### src/hdl/sic_pkg.sv
// Shared constants for the segment intersection core.
// Used by sic_mul and segment_intersection_core; no dependencies.
package sic_pkg;

  localparam int COORD_WIDTH_DEF = 32;

  // Multiplier digit size and stage count
  localparam int MUL_DIGIT = 32;
  localparam int MUL_LAT   = 5;

  // Configuration port
  localparam int CFG_IDX_W  = 2;
  localparam int CFG_DATA_W = 32;
  localparam int THR_W      = 32;
  localparam int MARGIN_W   = 16;

  localparam logic [CFG_IDX_W-1:0] CFG_SINE_THR   = 2'd0;
  localparam logic [CFG_IDX_W-1:0] CFG_BOX_MARGIN = 2'd1;

  localparam logic [THR_W-1:0]    THR_RESET    = 32'd4295;
  localparam logic [MARGIN_W-1:0] MARGIN_RESET = 16'd7;

endpackage

### src/hdl/sic_mul.sv
// Pipelined signed multiplier built from MUL_DIGIT x MUL_DIGIT partial products.
// Depends on sic_pkg; one product per cycle.
module sic_mul #(
  parameter int AW = 33,
  parameter int BW = 33
) (
  input  logic                 clk,
  input  logic signed [AW-1:0] a,
  input  logic signed [BW-1:0] b,
  output logic signed [AW+BW-1:0] p
);
  import sic_pkg::*;

  localparam int NA  = (AW + MUL_DIGIT - 1) / MUL_DIGIT;
  localparam int NB  = (BW + MUL_DIGIT - 1) / MUL_DIGIT;
  localparam int RW  = (NA + 1) * MUL_DIGIT;
  localparam int PW  = (NA + NB) * MUL_DIGIT;
  localparam int PPW = 2 * MUL_DIGIT;

  logic [AW-1:0]           mag_a;
  logic [BW-1:0]           mag_b;
  logic [NA*MUL_DIGIT-1:0] ua_r;
  logic [NB*MUL_DIGIT-1:0] ub_r;
  logic                    neg_r [MUL_LAT-1];
  logic [PPW-1:0]          pp_r  [NA][NB];
  logic [RW-1:0]           row_nxt [NB];
  logic [RW-1:0]           row_r   [NB];
  logic [PW-1:0]           sum_nxt;
  logic [PW-1:0]           sum_r;
  logic [PW-1:0]           sgn;
  logic signed [AW+BW-1:0] p_r;

  // Magnitudes of the operands
  always_comb begin
    mag_a = a[AW-1] ? AW'(-a) : AW'(a);
    mag_b = b[BW-1] ? BW'(-b) : BW'(b);
  end

  // Add partial products of each row, then the rows
  always_comb begin
    for (int j = 0; j < NB; j++) begin
      row_nxt[j] = '0;
      for (int i = 0; i < NA; i++) begin
        row_nxt[j] = row_nxt[j] + (RW'(pp_r[i][j]) << (i * MUL_DIGIT));
      end
    end
    sum_nxt = '0;
    for (int j = 0; j < NB; j++) begin
      sum_nxt = sum_nxt + (PW'(row_r[j]) << (j * MUL_DIGIT));
    end
    sgn = neg_r[MUL_LAT-2] ? -sum_r : sum_r;
  end

  always_ff @(posedge clk) begin
    ua_r     <= (NA*MUL_DIGIT)'(mag_a);
    ub_r     <= (NB*MUL_DIGIT)'(mag_b);
    neg_r[0] <= a[AW-1] ^ b[BW-1];
    for (int k = 1; k < MUL_LAT - 1; k++) begin
      neg_r[k] <= neg_r[k-1];
    end
    for (int i = 0; i < NA; i++) begin
      for (int j = 0; j < NB; j++) begin
        pp_r[i][j] <= PPW'(ua_r[i*MUL_DIGIT +: MUL_DIGIT]) *
                      PPW'(ub_r[j*MUL_DIGIT +: MUL_DIGIT]);
      end
    end
    row_r <= row_nxt;
    sum_r <= sum_nxt;
    p_r   <= $signed(sgn[AW+BW-1:0]);
  end

  assign p = p_r;

endmodule

### config.mk
export PLATFORM = sky130hd
export DESIGN_NAME = sic_mul
export DESIGN_NICKNAME = d
export VERILOG_FILES = /design/src/hdl/sic_pkg.sv /design/src/hdl/sic_mul.sv
export SDC_FILE = /design/constraint.sdc
export NUM_CORES = 2
export LEC_CHECK = 0
export ABC_AREA = 0
export ABC_CLOCK_PERIOD_IN_PS = 8900
export BUFFER_PORTS_ARGS = -buffer_cell sky130_fd_sc_hd__buf_2
export CORE_ASPECT_RATIO = 2
export CORE_UTILIZATION = 65
export CTS_BUF_LIST = sky130_fd_sc_hd__clkbuf_8
export CTS_CLUSTER_SIZE = 14
export DETAILED_ROUTE_END_ITERATION = 6
export PLACE_DENSITY = 0.83
export SYNTH_ARGS = -nofsm -noshare
export SYNTH_HDL_FRONTEND = slang
export SYNTH_SLANG_ARGS = --single-unit
### constraint.sdc
create_clock -name clk -period 8.9 [get_ports clk]
set_input_delay 0 -clock clk [delete_from_list [all_inputs] [get_ports clk]]
set_output_delay 0 -clock clk [all_outputs]
set_load 0.05 [all_outputs]
## After elaboration in Yosys (flattened, before gate mapping)

Memories as Yosys holds them, arrays and structs flattened.
Cells that the tools add are included.

| word-level totals | value |
|---|---|
| word-level logic and storage cells | 24 |
| latch bits | 0 |
| memory bits (writable) | 198 |
| output and inout port bits | 66 |
| bits in registers | 298 |
| input bits | 67 |
| ROM bits | 0 |
| memories | 2 |

Memory list:

| name | words | bits a word | rd ports | clocked after Yosys merged registers in | wr ports | RTL line | source |
|---|---|---|---|---|---|---|---|
| pp_r | 2 | 97 | 2 | 0 | 2 | sic_mul.sv:25 | `logic [PPW-1:0] pp_r [NA][NB];` |
| neg_r | 4 | 1 | 4 | 0 | 4 | sic_mul.sv:24 | `logic neg_r [MUL_LAT-1];` |

| operators by class | value |
|---|---|
| divide/modulo/power cells | 0 |
| equal/unequal tests | 0 |
| reduce and logical (&&, ||, !) cells | 0 |
| $add $sub $neg | 6 |
| multipliers | 4 |
| magnitude comparators | 0 |
| multiplexer cells | 3 |
| bitwise logic cells | 1 |
| shifts and indexed selects | 0 |

Operator list:

| operator | number |
|---|---|
| 64-bit by 66-bit adder with 66-bit output | 1 |
| 66-bit adder | 1 |
| 66-bit 2-to-1 mux | 1 |
| 33-bit negator | 2 |
| 66-bit negator | 1 |
| 32-bit by 32-bit multiplier with 64-bit output | 1 |
| 32-bit 2-to-1 mux | 2 |
| 34-bit adder | 1 |
| 1-bit by 32-bit multiplier with 33-bit output | 1 |
| 32-bit by 1-bit multiplier with 33-bit output | 1 |
| 1-bit by 1-bit multiplier with 2-bit output | 1 |
| 1-bit bitwise XOR | 1 |

## Logic depth before layout (Yosys ltp)

| depth | value |
|---|---|
| depth after elaboration | 2 |
| mapped depth | 27 |
| depth with buffers taken out | 25 |

## Worst setup path before layout

No wires, ideal clock.

| timing path | value |
|---|---|
| kind | reg-to-reg |
| start | reg ub_r[10] |
| end | mem pp_r[0][92] (netlist name) |
| arrival time | 7.040 ns |
| cell stages (with the launch flop) | 25 |
| setup slack | 1.788 ns |
| clock period less this slack | 7.112 ns |
| data required time | 8.827 ns |
| buffers on the path | 1 |
| library setup time | 0.073 ns |
| path through | dfxtp_1 clkbuf_1 and2_1 fa_1 fa_1 inv_1 fa_1 fa_1 inv_1 fa_1 fa_1 fa_1 inv_1 fa_1 inv_1 ha_1 a21oi_1 o21ai_0 a221o_1 a221oi_1 o221ai_1 a41oi_1 o31ai_1 a41oi_1 xnor2_1 |

RTL lines:

| what | RTL line | source |
|---|---|---|
| start, declared | sic_mul.sv:23 | `logic [NB*MUL_DIGIT-1:0] ub_r;` |
| start signal, assigned | sic_mul.sv:56 | `ub_r <= (NB*MUL_DIGIT)'(mag_b);` |
| end, declared | sic_mul.sv:25 |  |

==> summary.txt <==
Worst setup path
  – Worst path arrival time: a little over 9000 ps
  – Critical Path Start Type: flop
  – CP top delay family: adder cells
  – Buffers & Inverters on Critical Path: 5
  – Critical Path RT: between 9000 and 10000 ps
  – Worst path most repeated cell: fa_1
  – Critical path's slowest cell: dfxtp_1
  – Crit end category: flop
  – Crit-path cells: and2_1 -> fa_1 -> fa_1 -> inv_1 -> fa_1 -> fa_1 -> inv_1 -> fa_1 -> fa_1 -> fa_1 -> inv_1 -> fa_1 -> inv_1 -> ha_1 -> nand2_1 -> o21ai_0 -> a221o_1 -> a221oi_1 -> o221ai_1 -> a41oi_1 -> buf_4 -> o31ai_1 -> a41oi_1 -> xnor2_1
  – CP peak stage delay: between 1000 and 1500 ps
  – CP Class: flop to flop
  – Crit-path max FO: 22

Clock network
  – CTS root buffer: clkbuf_8
  – Num Clock Sinks: around 430
  – CTS tree: yes
  – Num CTS Buffers: 56
  – Clk Latency, worst-skew pair: roughly 730 ps
  – H-Tree Depth: 2
  – Post-CTS resize count: 0
  – Clk pin slew, worst setup/hold paths: 70 ps
  – Clk buf depth: 3

Floorplan
  – Core area: between 70000 and 80000 um^2
  – Chip width: approximately 190 um
  – Initial Util: 0.657
  – Site row count: 141
  – Io pins: approximately 130
  – Die area: around 76000 um^2
  – Chip Height: approximately 390 um

Synthesis
  – Yosys reg bits: approximately 430
  – Cells after Synth: approximately 5100
  – Predominant post-synthesis flop cell: dfxtp_1
  – Seq/Total Area, Yosys: 0.177
  – Yosys cell types: 75
  – Synth top area cells: fa_1 37%, dfxtp_1 18%, and2_1 8.9%
  – Post-synth EDFFs: 0
  – Yosys warning total: 0
  – Most frequent cell after synthesis: fa_1
  – Top cell type by total area after synthesis: fa_1
  – Mapped Area: slightly below 50000 um^2
  – Syn nets: approximately 6400
  – Yosys top cell area share: 0.371
  – Post-synth top cells: 898 x fa_1, 888 x inv_1, 689 x and2_1, 535 x nand2_1, 429 x dfxtp_1
  – Avg Inst Size Synth: ~9.6 um^2
  – Asr flop ratio synth: 0

STA
  – RSZ-0062 raised after global routing: false
  – Final Hold Vio Count: 0
  – Final setup violation count: 0
  – Achievable frequency: roughly 0.12 GHz
  – Slew @ Worst Pin: approximately 1300 ps
  – Min Clock Period, post-route: between 8000 and 9000 ps
  – Fin crit share: 0.962
  – Pins Over Slew Limit: 0
  – Rel. slew slack: 0.108
  – Skew final: 54.2 ps
  – Setup TNS Final: 0 ps

Global route
  – Vias in the first global route: just over 40000
  – Gr busiest metal: met2
  – Met1 Track Usage GR: 0.362
  – Met3 Use GR: 0.0797
  – Routing usage on met2: 0.668
  – Antenna violations before repair: 13
  – Largest net degree at the start of global routing: 67
  – GRT overflow: 0
  – First-pass GRT wire length: approximately 220000 um
  – Global Route Usage Sum: 0.380

Status
  – Status: complete, but fails checks
  – Violations in the final reports: DRC

Route
  – Final wirelength: roughly 140000 um
  – Routed Antenna Nets: 0
  – DRC Markers: 8
  – Vias: around 37000
  – WL per Instance: roughly 22 um
  – Vias/cell: 5.94
  – Pre-antenna DRT Iters: 7
  – First DRT Iteration DRCs: about 2300

Min path
  – Worst Hold Class: primary input to flop

Final layout
  – Share of layout cells above drive strength 1: 0.0685
  – Nets: around 6500
  – Area Growth Syn to Fin: 8.86%

Flow run
  – Max-cap viol count: 0

Placed design
  – Dpl hpwl: 106000 um
  – PortBufs: roughly 130
  – Final RePlAce weighted congestion: approximately 1.1
==> per-stage QoR <==
step | hold slack [ps] | setup WS, ps | instance area [um^2] | utilization | instances
after floorplan | 27.7 | 1790 | 48400 | - | 5055
final | 39.4 | 337 | 52700 | 0.715 | 6193
after CTS | 28.5 | 562 | 52700 | 0.714 | 6187
after global routing | 61.4 | 30.3 | 52700 | 0.715 | 6190
after detailed placement | 122 | 581 | 50000 | 0.678 | 5956
after global placement | 124 | 690 | 50000 | 0.678 | 5956
==> sequential cells by signal, indices dropped and copies added (netlist names) <==
signal and cells:
p 66, ua_r 33, ub_r 33, sum_r 66, row_r 98, neg_r 4, pp_r 129
==> metal layers <==
metal,share of wire,vias up
li1,-,15716
met1,0.30,18125
met2,0.51,1999
met3,0.077,964
met4,0.11,8
met5,0.00041,-
==> worst paths after layout <==
kind | start | to | slack, ps | depth (start not counted)
hold / removal | b[31] | ub_r[31] | 40 | 3
setup reg to reg | ub_r[18] | pp_r[0][92] | 340 | 24
setup / recovery | ub_r[18] | pp_r[0][92] | 340 | 24
hold reg to reg | row_r[121] | sum_r[25] | 300 | 0
==> worst min-delay path: cells and delay by family <==
kind	cells	cell delay [ps]
buf+inv	2	640
xor+xnor	1	70
==> cells by family after synthesis <==
group           share of synthesized area
compound gates                     0.0656
simple gates                        0.168
mux                              0.000207
fa+ha+maj                           0.457
flops                               0.177
buf+inv                            0.0889
xor+xnor                           0.0434
==> cells in the final DEF (no fill, tap or decap), drive strengths merged, types with 11 or more instances in the layout <==
| cell | n |
|---|---|
| o21a | 15 |
| or4 | 22 |
| nand4 | 23 |
| or3 | 32 |
| nand2 | 535 |
| xor2 | 44 |
| nand3 | 32 |
| and3 | 15 |
| dlygate4sd3 | 129 |
| a21oi | 110 |
| o31ai | 41 |
| nor2b | 21 |
| nor2 | 77 |
| o41ai | 17 |
| o21ai | 101 |
| nor3 | 33 |
| clkbuf | 69 |
| fa | 898 |
| a31oi | 12 |
| ha | 331 |
| dfxtp | 429 |
| buf | 230 |
| a21o | 90 |
| a211oi | 11 |
| and2 | 689 |
| o21bai | 15 |
| nand2b | 23 |
| xnor2 | 196 |
| inv | 903 |
==> area by class of cell <==
class,count,area [um^2]
fillers,5312,21000
multi-input cells,3480,35500
clock buffers,69,950
inverters,888,3330
well taps,929,1160
clock inverters,33,423
repair buffers,359,2700
flip-flops and latches,429,8600
diodes,6,15.0
==> repair_timing <==
item	in CTS	in global routing
hold buffers	129	0
hold endpoints to repair	67	0
buffers inserted	0	0
Power is left out: the tool's default activity adds up to more than one toggle a clock period on the data nets, which glitch-free logic cannot reach.
